===== src/rtl/llrp_pkg.sv =====
// shared types, constants and helpers for the least loaded replica picker
// no dependencies
package llrp_pkg;

	localparam int MAX_SERVERS_DEF = 64;
	localparam int LOAD_W          = 8;
	localparam int PORT_W          = 16;
	localparam int IDX_OUT_W       = 6;
	localparam int FIXED_JOINS     = 3;

	localparam logic [LOAD_W-1:0] LOAD_MAX = '1;

	typedef struct packed {
		logic              done;
		logic [LOAD_W-1:0] load;
	} scan_res_t;

	function automatic logic [LOAD_W-1:0] sat_inc(input logic [LOAD_W-1:0] v);
		logic [LOAD_W-1:0] r;
		r = (v == LOAD_MAX) ? v : v + LOAD_W'(1);
		return r;
	endfunction

endpackage


===== src/rtl/llrp_ram.sv =====
// generic simple dual port ram, one write and one registered read per cycle
// no dependencies
module llrp_ram #(
	parameter int W = 8,
	parameter int D = 64
) (
	input  logic                 clk,
	input  logic                 we,
	input  logic [$clog2(D)-1:0] waddr,
	input  logic [W-1:0]         wdata,
	input  logic [$clog2(D)-1:0] raddr,
	output logic [W-1:0]         rdata
);

	logic [W-1:0] mem [D];

	always_ff @(posedge clk) begin
		if (we) begin
			mem[waddr] <= wdata;
		end
		rdata <= mem[raddr];
	end

endmodule


===== src/rtl/llrp_scan.sv =====
// least load scan unit: walks load entries one a cycle, keeps the running minimum
// depends on llrp_pkg
module llrp_scan #(
	parameter int IW = 6,
	parameter int CW = 7
) (
	input  logic                      clk,
	input  logic                      arst_n,
	input  logic                      start,
	input  logic [CW-1:0]             limit,
	input  logic [IW-1:0]             skip,
	input  logic                      skip_en,
	output logic [IW-1:0]             raddr,
	input  logic [llrp_pkg::LOAD_W-1:0] rload,
	output llrp_pkg::scan_res_t       res,
	output logic [IW-1:0]             best_idx
);
	import llrp_pkg::*;

	logic              busy_q;
	logic [CW-1:0]     i_q;
	logic [CW-1:0]     limit_q;
	logic [IW-1:0]     skip_q;
	logic              skip_en_q;
	logic              v_s1;
	logic [IW-1:0]     idx_s1;
	logic [LOAD_W:0]   best_q;
	logic [IW-1:0]     bidx_q;
	logic              issue;
	logic              take;

	assign issue = busy_q && (i_q < limit_q);
	assign raddr = i_q[IW-1:0];
	assign take  = v_s1 && !(skip_en_q && (idx_s1 == skip_q))
		&& ({1'b0, rload} < best_q);

	assign res.done  = busy_q && !issue && !v_s1;
	assign res.load  = best_q[LOAD_W-1:0];
	assign best_idx  = bidx_q;

	always_ff @(posedge clk or negedge arst_n) begin
		if (!arst_n) begin
			busy_q <= 1'b0;
			v_s1   <= 1'b0;
			i_q    <= '0;
		end else if (start) begin
			busy_q <= 1'b1;
			v_s1   <= 1'b0;
			i_q    <= '0;
		end else if (busy_q) begin
			v_s1 <= issue;
			if (issue) begin
				i_q <= i_q + CW'(1);
			end
			if (res.done) begin
				busy_q <= 1'b0;
			end
		end
	end

	always_ff @(posedge clk) begin
		if (start) begin
			limit_q   <= limit;
			skip_q    <= skip;
			skip_en_q <= skip_en;
			best_q    <= {1'b1, {LOAD_W{1'b0}}};
			bidx_q    <= '0;
		end else begin
			idx_s1 <= i_q[IW-1:0];
			if (take) begin
				best_q <= {1'b0, rload};
				bidx_q <= idx_s1;
			end
		end
	end

endmodule


===== src/rtl/least_loaded_replica_picker.sv =====
// top level of the least loaded replica picker: sequencer, tables and result register
// depends on llrp_pkg, llrp_ram, llrp_scan
//
// Each input item is a join carrying the new server's port; each join yields
// exactly one result item. The input channel is ready only while the
// sequencer is idle. The result sits in an output register, so the next join
// can be taken while a result still waits for out_ready.
// For a join with n servers already known: refused joins and the first join
// go straight to the result stage, the second and third write fixed loads,
// and later joins make two passes of the scan unit over the load table at one
// entry a cycle. The sequencer returns to idle after each result is written
// and takes the next join only from there.
// Reset clears the server count, the load valid bits and the sequencer; the
// port table is not cleared. While the receiver stalls, a finished result
// holds and the sequencer waits before writing a new one.
module least_loaded_replica_picker #(
	parameter int MAX_SERVERS = llrp_pkg::MAX_SERVERS_DEF
) (
	input  logic                           clk,
	input  logic                           arst_n,
	input  logic                           in_valid,
	output logic                           in_ready,
	input  logic [llrp_pkg::PORT_W-1:0]    join_port,
	output logic                           out_valid,
	input  logic                           out_ready,
	output logic [llrp_pkg::IDX_OUT_W-1:0] assigned_index,
	output logic                           first_valid,
	output logic [llrp_pkg::IDX_OUT_W-1:0] first_index,
	output logic [llrp_pkg::PORT_W-1:0]    first_port,
	output logic                           second_valid,
	output logic [llrp_pkg::IDX_OUT_W-1:0] second_index,
	output logic [llrp_pkg::PORT_W-1:0]    second_port,
	output logic                           table_full
);
	import llrp_pkg::*;

	localparam int IW = $clog2(MAX_SERVERS);
	localparam int CW = $clog2(MAX_SERVERS + 1);

	localparam logic [3:0] S_IDLE  = 4'd0;
	localparam logic [3:0] S_FIX   = 4'd1;
	localparam logic [3:0] S_SCAN1 = 4'd2;
	localparam logic [3:0] S_BUMP1 = 4'd3;
	localparam logic [3:0] S_SCAN2 = 4'd4;
	localparam logic [3:0] S_BUMP2 = 4'd5;
	localparam logic [3:0] S_RDA   = 4'd6;
	localparam logic [3:0] S_RDB   = 4'd7;
	localparam logic [3:0] S_RDC   = 4'd8;
	localparam logic [3:0] S_FIN   = 4'd9;

	logic [3:0]             state_q;
	logic [CW-1:0]          count_q;
	logic                   full_q;
	logic [IW-1:0]          a_q;
	logic [IW-1:0]          b_q;
	logic [IW-1:0]          k_q;
	logic [LOAD_W-1:0]      aload_q;
	logic [LOAD_W-1:0]      bload_q;
	logic [PORT_W-1:0]      pa_q;
	logic [PORT_W-1:0]      pb_q;
	logic [MAX_SERVERS-1:0] vld_q;
	logic                   vld_s1;
	logic                   out_valid_q;

	logic                   accept;
	logic                   full_now;
	logic                   commit;
	logic                   scan_start;
	logic [IW-1:0]          scan_raddr;
	logic [IW-1:0]          scan_idx;
	scan_res_t              scan_res;
	logic [LOAD_W-1:0]      load_rd;
	logic [LOAD_W-1:0]      load_eff;
	logic                   lwe;
	logic [IW-1:0]          lwaddr;
	logic [LOAD_W-1:0]      lwdata;
	logic [PORT_W-1:0]      port_rd;
	logic [IW-1:0]          praddr;
	logic [IW+IDX_OUT_W-1:0] n_ext;
	logic [IW+IDX_OUT_W-1:0] a_ext;
	logic [IW+IDX_OUT_W-1:0] b_ext;

	assign in_ready   = (state_q == S_IDLE);
	assign accept     = in_valid && in_ready;
	assign full_now   = (count_q >= CW'(MAX_SERVERS));
	assign commit     = (state_q == S_FIN) && (!out_valid_q || out_ready);
	assign scan_start = (accept && !full_now && (count_q >= CW'(FIXED_JOINS)))
		|| (state_q == S_BUMP1);
	assign out_valid  = out_valid_q;

	// fixed pairings: joins two and three leave every known load equal to n; scans bump their picks
	always_comb begin
		lwe    = 1'b0;
		lwaddr = b_q;
		lwdata = sat_inc(bload_q);
		case (state_q)
			S_FIX: begin
				lwe    = 1'b1;
				lwaddr = k_q;
				lwdata = LOAD_W'(count_q);
			end
			S_BUMP1: begin
				lwe    = 1'b1;
				lwaddr = a_q;
				lwdata = sat_inc(aload_q);
			end
			S_BUMP2: begin
				lwe = 1'b1;
			end
			default: begin
				lwe = 1'b0;
			end
		endcase
	end

	assign load_eff = vld_s1 ? load_rd : '0;
	assign praddr   = (state_q == S_RDA) ? a_q : b_q;

	llrp_ram #(
		.W (LOAD_W),
		.D (MAX_SERVERS)
	) u_load_ram (
		.clk   (clk),
		.we    (lwe),
		.waddr (lwaddr),
		.wdata (lwdata),
		.raddr (scan_raddr),
		.rdata (load_rd)
	);

	llrp_ram #(
		.W (PORT_W),
		.D (MAX_SERVERS)
	) u_port_ram (
		.clk   (clk),
		.we    (accept && !full_now),
		.waddr (count_q[IW-1:0]),
		.wdata (join_port),
		.raddr (praddr),
		.rdata (port_rd)
	);

	llrp_scan #(
		.IW (IW),
		.CW (CW)
	) u_scan (
		.clk      (clk),
		.arst_n   (arst_n),
		.start    (scan_start),
		.limit    (count_q),
		.skip     (a_q),
		.skip_en  (state_q == S_BUMP1),
		.raddr    (scan_raddr),
		.rload    (load_eff),
		.res      (scan_res),
		.best_idx (scan_idx)
	);

	always_ff @(posedge clk or negedge arst_n) begin
		if (!arst_n) begin
			vld_q <= '0;
		end else if (lwe) begin
			vld_q[lwaddr] <= 1'b1;
		end
	end

	always_ff @(posedge clk) begin
		vld_s1 <= vld_q[scan_raddr];
	end

	always_ff @(posedge clk or negedge arst_n) begin
		if (!arst_n) begin
			state_q     <= S_IDLE;
			count_q     <= '0;
			out_valid_q <= 1'b0;
		end else begin
			if (commit) begin
				out_valid_q <= 1'b1;
			end else if (out_ready) begin
				out_valid_q <= 1'b0;
			end
			case (state_q)
				S_IDLE: begin
					if (accept) begin
						if (full_now || (count_q == '0)) begin
							state_q <= S_FIN;
						end else if (count_q < CW'(FIXED_JOINS)) begin
							state_q <= S_FIX;
						end else begin
							state_q <= S_SCAN1;
						end
					end
				end
				S_FIX: begin
					if (k_q == count_q[IW-1:0]) begin
						state_q <= S_RDA;
					end
				end
				S_SCAN1: begin
					if (scan_res.done) begin
						state_q <= S_BUMP1;
					end
				end
				S_BUMP1: begin
					state_q <= S_SCAN2;
				end
				S_SCAN2: begin
					if (scan_res.done) begin
						state_q <= S_BUMP2;
					end
				end
				S_BUMP2: begin
					state_q <= S_RDA;
				end
				S_RDA: begin
					state_q <= S_RDB;
				end
				S_RDB: begin
					state_q <= S_RDC;
				end
				S_RDC: begin
					state_q <= S_FIN;
				end
				S_FIN: begin
					if (commit) begin
						state_q <= S_IDLE;
						if (!full_q) begin
							count_q <= count_q + CW'(1);
						end
					end
				end
				default: begin
					state_q <= S_IDLE;
				end
			endcase
		end
	end

	always_ff @(posedge clk) begin
		case (state_q)
			S_IDLE: begin
				if (accept) begin
					full_q <= full_now;
					a_q    <= (count_q == CW'(2)) ? IW'(1) : '0;
					b_q    <= '0;
					k_q    <= '0;
				end
			end
			S_FIX: begin
				k_q <= k_q + IW'(1);
			end
			S_SCAN1: begin
				if (scan_res.done) begin
					a_q     <= scan_idx;
					aload_q <= scan_res.load;
				end
			end
			S_SCAN2: begin
				if (scan_res.done) begin
					b_q     <= scan_idx;
					bload_q <= scan_res.load;
				end
			end
			S_RDB: begin
				pa_q <= port_rd;
			end
			S_RDC: begin
				pb_q <= port_rd;
			end
			default: begin
			end
		endcase
	end

	assign n_ext = {{IDX_OUT_W{1'b0}}, count_q[IW-1:0]};
	assign a_ext = {{IDX_OUT_W{1'b0}}, a_q};
	assign b_ext = {{IDX_OUT_W{1'b0}}, b_q};

	// result register
	always_ff @(posedge clk) begin
		if (commit) begin
			table_full <= full_q;
			if (full_q) begin
				assigned_index <= '0;
				first_valid    <= 1'b0;
				first_index    <= '0;
				first_port     <= '0;
				second_valid   <= 1'b0;
				second_index   <= '0;
				second_port    <= '0;
			end else begin
				assigned_index <= n_ext[IDX_OUT_W-1:0];
				first_valid    <= (count_q != '0);
				first_index    <= (count_q != '0) ? a_ext[IDX_OUT_W-1:0] : '0;
				first_port     <= (count_q != '0) ? pa_q : '0;
				second_valid   <= (count_q >= CW'(2));
				second_index   <= (count_q >= CW'(2)) ? b_ext[IDX_OUT_W-1:0] : '0;
				second_port    <= (count_q >= CW'(2)) ? pb_q : '0;
			end
		end
	end

endmodule


===== config.mk =====
export PLATFORM = sky130hd
export DESIGN_NAME = least_loaded_replica_picker
export DESIGN_NICKNAME = d
export VERILOG_FILES = /design/src/rtl/llrp_pkg.sv /design/src/rtl/llrp_ram.sv /design/src/rtl/llrp_scan.sv /design/src/rtl/least_loaded_replica_picker.sv
export SDC_FILE = /design/constraint.sdc
export NUM_CORES = 2
export LEC_CHECK = 0
export BUFFER_PORTS_ARGS = -buffer_cell sky130_fd_sc_hd__buf_2
export CAP_MARGIN = 20
export CORE_MARGIN = 2
export CORE_UTILIZATION = 55
export CTS_CLUSTER_SIZE = 20
export DETAILED_ROUTE_END_ITERATION = 8
export PLACE_DENSITY = 0.71
export SLEW_MARGIN = 0
export SYNTH_ARGS = -nofsm -noshare
export SYNTH_HDL_FRONTEND = slang
export SYNTH_SLANG_ARGS = --single-unit

===== constraint.sdc =====
create_clock -name clk -period 5 [get_ports clk]
set_input_delay 1 -clock clk [delete_from_list [all_inputs] [get_ports clk]]
set_output_delay 1 -clock clk [all_outputs]
set_load 0.01 [all_outputs]

---- Yosys cells after proc, flatten, opt, wreduce, memory -nomap -nowiden ----
Memory sizes are Yosys's and may differ from the RTL's. A register that Yosys moved wholly into a read port is not among the register bits.
Index checks and enable logic that the tools add are counted.
cells by class
  add/subtract/negate cells ............... 5
  $mul .................................... 0
  divide/modulo/power cells ............... 0
  magnitude comparators ................... 9
  equal/unequal tests ..................... 19
  shift operators ......................... 0
  multiplexer cells ....................... 40
  bitwise logic cells ..................... 4
  reductions and logical operators ........ 40
operators with widths
  cell                   number
  $or A64 B64 Y64        1
  $pmux W6 S2            4
  $pmux W4 S10           1
  $mux W4                6
  $mux W6                4
  $mux W8                3
  $mux W7                3
  $add A8 B1 Y8 const B  2
  $eq A4 B3 Y1 const B   4
  $eq A8 B8 Y1 const B   2
  $pmux W8 S2            1
  $mux W1                15
  $add A7 B1 Y7 const B  2
  $ge A7 B2 Y1 const B   2
  $lt A6 B7 Y1 const B   2
  $eq A6 B6 Y1           2
  $reduce_bool A2 Y1     6
  $logic_and A1 B1 Y1    11
  $reduce_and A2 Y1      5
  $lt A8 B9 Y1           1
  $reduce_and A3 Y1      3
  $eq A4 B2 Y1 const B   2
  $eq A4 B4 Y1 const B   2
  $ne A2 B2 Y1 const B   4
  other kinds (20)       29
storage, ports and cells
  register bits ........................... 241
  bits in latches ......................... 0
  memory bits (writable) .................. 1,536
  bits in read-only memories .............. 0
  input port bits ......................... 20
  output and inout port bits .............. 55
  word-level logic and storage cells ...... 149
  memories kept ........................... 2
memory list
  name            depth  bits a word  rd ports  clocked after memory_dff  write ports  RTL line        source
  u_port_ram.mem  64     16           1         1                         1            llrp_ram.sv:15  logic [W-1:0] mem [D];
  u_load_ram.mem  64     8            1         1                         1            llrp_ram.sv:15

---- Depth between registers and ports, before layout ----
  depth after elaboration ................. 8
  mapped depth ............................ 14
  mapped depth without buffers ............ 9

---- By module ----
A second synthesis with hierarchy kept.
second synthesis, totals
  cells, all modules ...................... 3,575
  area total of the unflattened synthesis .. 70,956.8 um2
modules (own cells, without submodules)
  module                       instances  cells an instance  area an instance (um2)  seq. area each (um2)
  llrp_ram at u_port_ram       1          1,829              40,042.2                31,069.8
  llrp_ram at u_load_ram       1          940                20,166.8                15,534.9
  least_loaded_replica_picker  1          606                8,613.3                 5,525.3
  llrp_scan                    1          200                2,134.5                 1,126.1

---- Worst setup path before layout ----
OpenSTA, ideal clock, no wires.
  path type ............................... register to register
  start ................................... register state_q[2]
  end ..................................... memory u_load_ram.mem[0][7], data pin
  setup time .............................. 728 ps
  arrival time ............................ 3,867 ps
  required time ........................... 4,272 ps
  slack ................................... 405 ps
  stages on the path, launching flop included .. 6
  buffers on the path ..................... 2
  clock period less this slack ............ 4,595 ps
  cells stage by stage .................... dfrtp_1 -> buf_2 -> clkbuf_1 -> nor2_1 -> nand3_1 -> o32ai_1
between the ends
  longest elaborated chain between the ends .. 2
  elaborated cells on any way between the ends .. 3
  those cells by class .................... eq/ne: 2; mux: 1
ends and longest elaborated chain
  item                                          RTL line                            source
  start: declaration                            least_loaded_replica_picker.sv:51   logic [3:0] state_q;
  start signal: assignment                      least_loaded_replica_picker.sv:173  state_q <= S_IDLE;
  start signal: assignment                      least_loaded_replica_picker.sv:186  state_q <= S_FIN;
  start signal: assignment                      least_loaded_replica_picker.sv:188  state_q <= S_FIX;
  $eq A4 B2 Y1 or $eq A4 B1 Y1 (tied branches)  least_loaded_replica_picker.sv:96   case (state_q)
  $pmux W8 S2 *                                 least_loaded_replica_picker.sv:96
  via lwdata[7]                                 least_loaded_replica_picker.sv:76   logic [LOAD_W-1:0] lwdata;
  end: declaration                              llrp_ram.sv:15
The timed path passes the listed nets; every way through them passes the cells marked *.

---- Worst setup path after layout ----
  start ................................... register state_q[2]
  end ..................................... register u_port_ram.rdata[0], read port of u_port_ram.mem
between the ends
  longest elaborated chain between the ends .. 2
ends and longest elaborated chain
  item              RTL line                            source
  $eq A4 B3 Y1      least_loaded_replica_picker.sv:117  assign praddr = (state_q == S_RDA) ? a_q : b_q;
  $mux W6           least_loaded_replica_picker.sv:117
  end: declaration  llrp_ram.sv:12                      output logic [W-1:0] rdata
Every way passes these cells.
A chain may end at the register's enable or synchronous reset.

==> reports/summary.txt <==
DR pass1 iterations: 6
Tcrit/Tclk final: 0.916
Drt via density: 6.28
Kind of critical path: flop to flop
Synth Warn #: 0
Number of global-route vias before repair: 39.2k
Psw: 0.0137 W
RSZ-0062 raised after global routing: false
Worst slew pin tran: 1130 ps
Post-layout util: 0.624
Flop pwr share: 0.429
R2R Setup Slk: 420 ps
Max-slew headroom at the worst pin: 0.243
Dpl hpwl: 107000 um
Seq/Total Area, Yosys: 0.756
CP Cell Sequence: and4bb_4 -> mux2_2 -> nor2_1 -> buf_4 -> a221o_1 -> o21ai_0 -> o21ai_0 -> o221ai_1
Layout area overhead: 12.8%
Final net count: 4722
Yosys reg bits: 1801
Layout cells sized above 1: 0.168
Gp weighted congestion: 0.935
Lkg Pwr: 27.3 nW
Post-synthesis cell area: 70500 um^2
Crit Path Max Fanout: 21
Setup TNS: 0 ps
R2R cell count: 8
Core ar.: 127000 um^2
Syn nets: 4527
Post-Syn Area per Cell: 15.7 um^2
Critical Path Stages: 8
Pin count of the biggest net entering global routing: 98
Reg area: 53300 um^2
Arrival time at the worst endpoint: 5230 ps
PortBufs: 74
DR WL/cell: 27.1 um
Clock tree buffer depth: 3
CTS sink cnt: 1801
Final Max Slew Viols: 0
Cts repair resizes: 0
Switching Share: 0.319
Clock latency on the worst-skew pair: 820 ps
Worst Path Required: 5650 ps
GR Util All Layers: 0.269
Hold Slack: 255 ps
First-pass GRT wire length: 260000 um
DRC: 0
Area taken by multi-input logic gates: 16200 um^2
Clock skew: 31.9 ps
CP max stage cell: nor2_1
CTS buffer count: 176
Initial DRC Count: 5696
Endpoints failing setup: 0
Cell Area, Placed: 73600 um^2
PD cells: 541 nW/um^2
Cell variety after synth: 58
EDFF count, synth: 1676
Die H: 362 um
Placement Setup Slack: 601 ps
WL final: 176000 um
Row cnt: 131
Final Worst Setup Slack: 420 ps
Vias: 40.8k
Status: completed
Post-synth top flop: edfxtp_1
Final ANT Viol Nets: 0
Antenna violations before repair: 5
CTS tree: done
Most used cell, CP: o21ai_0
Worst-path clk slew: 60 ps
Horiz. Die Dim: 362 um
Fmax: 218 MHz
Clk pwr share: 0.304
Overflow after GRT: 0
Synth async-reset ratio: 0.0472
Internal Pwr Total: 0.0292 W
Effective utilization at floorplan: 0.553
Total of max-cap violations: 0
Minimum clock period: 4580 ps
CP peak stage delay: 920 ps
Die ar.: 131000 um^2
I/O pin total: 75
Worst setup EP type: flop
Logic pwr share: 0.267
Post-route cell area: 79500 um^2
Final-report hold violation count: 0
Crit start category: flop
Clk root buf: clkbuf_16
Post-CTS Setup Inserts: 0
CTS H-tree lvls: 4
Fillers: 8885
Syn Inst Count: 4488
Hold_buf cts: 0
Max VDD drop: 0.000368 V
Class of the worst hold path: primary input to asynchronous set/reset pin
Crit path max-delay family: simple AND/OR/NAND/NOR gates
WP buf/inv: 1
[cell usage in the layout (no fill, tap or decap), drive strengths merged, types with 6 or more instances in the layout]
| master | count |
|---|---|
| a21o | 8 |
| a21oi | 25 |
| a221o | 6 |
| a221oi | 22 |
| a22oi | 11 |
| a31oi | 62 |
| a32oi | 90 |
| and2 | 64 |
| and3 | 42 |
| buf | 263 |
| bufinv | 13 |
| clkbuf | 227 |
| clkinv | 79 |
| dfrtp | 85 |
| dfxtp | 40 |
| edfxtp | 1676 |
| ha | 19 |
| inv | 31 |
| mux2 | 6 |
| mux2i | 132 |
| mux4 | 189 |
| nand2 | 889 |
| nand2b | 6 |
| nand3 | 406 |
| nand4 | 26 |
| nor2 | 198 |
| nor2b | 8 |
| nor3 | 17 |
| o21ai | 44 |
| o221ai | 11 |
| or2 | 67 |
| or3 | 7 |
| xnor2 | 17 |
| xor2 | 14 |
[cell usage after synthesis (11+ instances only)]
library cell | instances | share of area
dfrtp_1 | 85 | 0.030
mux4_2 | 189 | 0.060
buf_1 | 22 | 0.0012
a21oi_1 | 25 | 0.0018
nor2_1 | 197 | 0.010
and3_1 | 42 | 0.0037
o221ai_1 | 11 | 0.0014
nor3_1 | 17 | 0.0012
and2_1 | 64 | 0.0057
a31oi_1 | 62 | 0.0055
ha_1 | 19 | 0.0034
inv_1 | 24 | 0.0013
nand4_1 | 26 | 0.0023
nand3_1 | 406 | 0.029
edfxtp_1 | 1676 | 0.71
buf_4 | 15 | 0.0016
or2_2 | 67 | 0.0059
xnor2_1 | 17 | 0.0021
xor2_1 | 14 | 0.0017
a22oi_1 | 11 | 0.0012
a221oi_1 | 21 | 0.0026
o21ai_0 | 41 | 0.0029
dfxtp_1 | 40 | 0.011
mux2i_1 | 132 | 0.019
a32oi_1 | 90 | 0.011
buf_2 | 91 | 0.0065
nand2_1 | 889 | 0.047
clkbuf_1 | 116 | 0.0062
[metrics by stage]
step,std cells,power [W]
floorplan,4488,0.0257
global placement,6159,0.0298
detailed placement,6160,0.0300
CTS,6488,0.0429
global route,6495,0.0444
finish,6499,0.0430
[cell families (layout without fill, tap and decap cells)]
| family | count (synthesis) | in the layout | share of synthesized area |
|---|---|---|---|
| XOR/XNOR | 31 | 31 | 0.00385 |
| multiplexers | 327 | 327 | 0.0802 |
| flip-flops | 1801 | 1801 | 0.756 |
| buffers and inverters | 272 | 617 | 0.0171 |
| AND/OR/NAND/NOR | 1741 | 1741 | 0.109 |
| adder cells (fa/ha/maj) | 19 | 19 | 0.00337 |
| AO/OA/AOI/OAI | 297 | 297 | 0.0308 |
| other | 0 | 4 | 0 |
[cell type report]
type / count / share of cell area
Antenna cell: 4 / 0.000126
Clock buffer: 227 / 0.0602
Clock inverter: 101 / 0.0116
Inverter: 26 / 0.00123
Multi-Input combinational cell: 2415 / 0.204
Sequential cell: 1801 / 0.670
Tap cell: 1662 / 0.0262
Timing Repair Buffer: 263 / 0.0260
[path summary, 6_finish.rpt]
path | startpoint | endpoint
min | arst_n | vld_q[25]
min reg2reg | vld_q[62] | vld_q[62]
max reg2reg | state_q[2] | u_port_ram.rdata[0]
max | state_q[2] | u_port_ram.rdata[0]
max in group asynchronous | arst_n | vld_q[32]
min in group clk | out_ready | out_valid
[power by group through the flow]
stage	combinational (W)	clock, W	sequential (W)
after floorplan	0.00743	0	0.0182
after global placement	0.0111	0	0.0187
after detailed placement	0.0112	0	0.0188
after CTS	0.0113	0.0132	0.0184
after global routing	0.0122	0.0137	0.0185
final	0.0115	0.0131	0.0184
[flip-flops by register name, indices dropped and copies added, names as in the netlist, 7 cells and up]
register and cells:
u_scan.best_q 9, count_q 7, aload_q 8, pb_q 16
bload_q 8, u_scan.limit_q 7, u_scan.i_q 7, u_load_ram.mem 512
vld_q 64, second_port 16, first_port 16, u_load_ram.rdata 8
u_port_ram.mem 1024, pa_q 16, u_port_ram.rdata 16
[metal layers]
layer,up-vias,share of wire,routed length (um),global-route usage
li1,17471,-,-,-
met5,-,0.000045,8,0
met1,20746,0.40,70200,0.386
met2,2280,0.46,81800,0.410
met4,2,0.035,6210,0.0977
met3,301,0.10,18100,0.0589
Power figures use the tool's default switching activity.
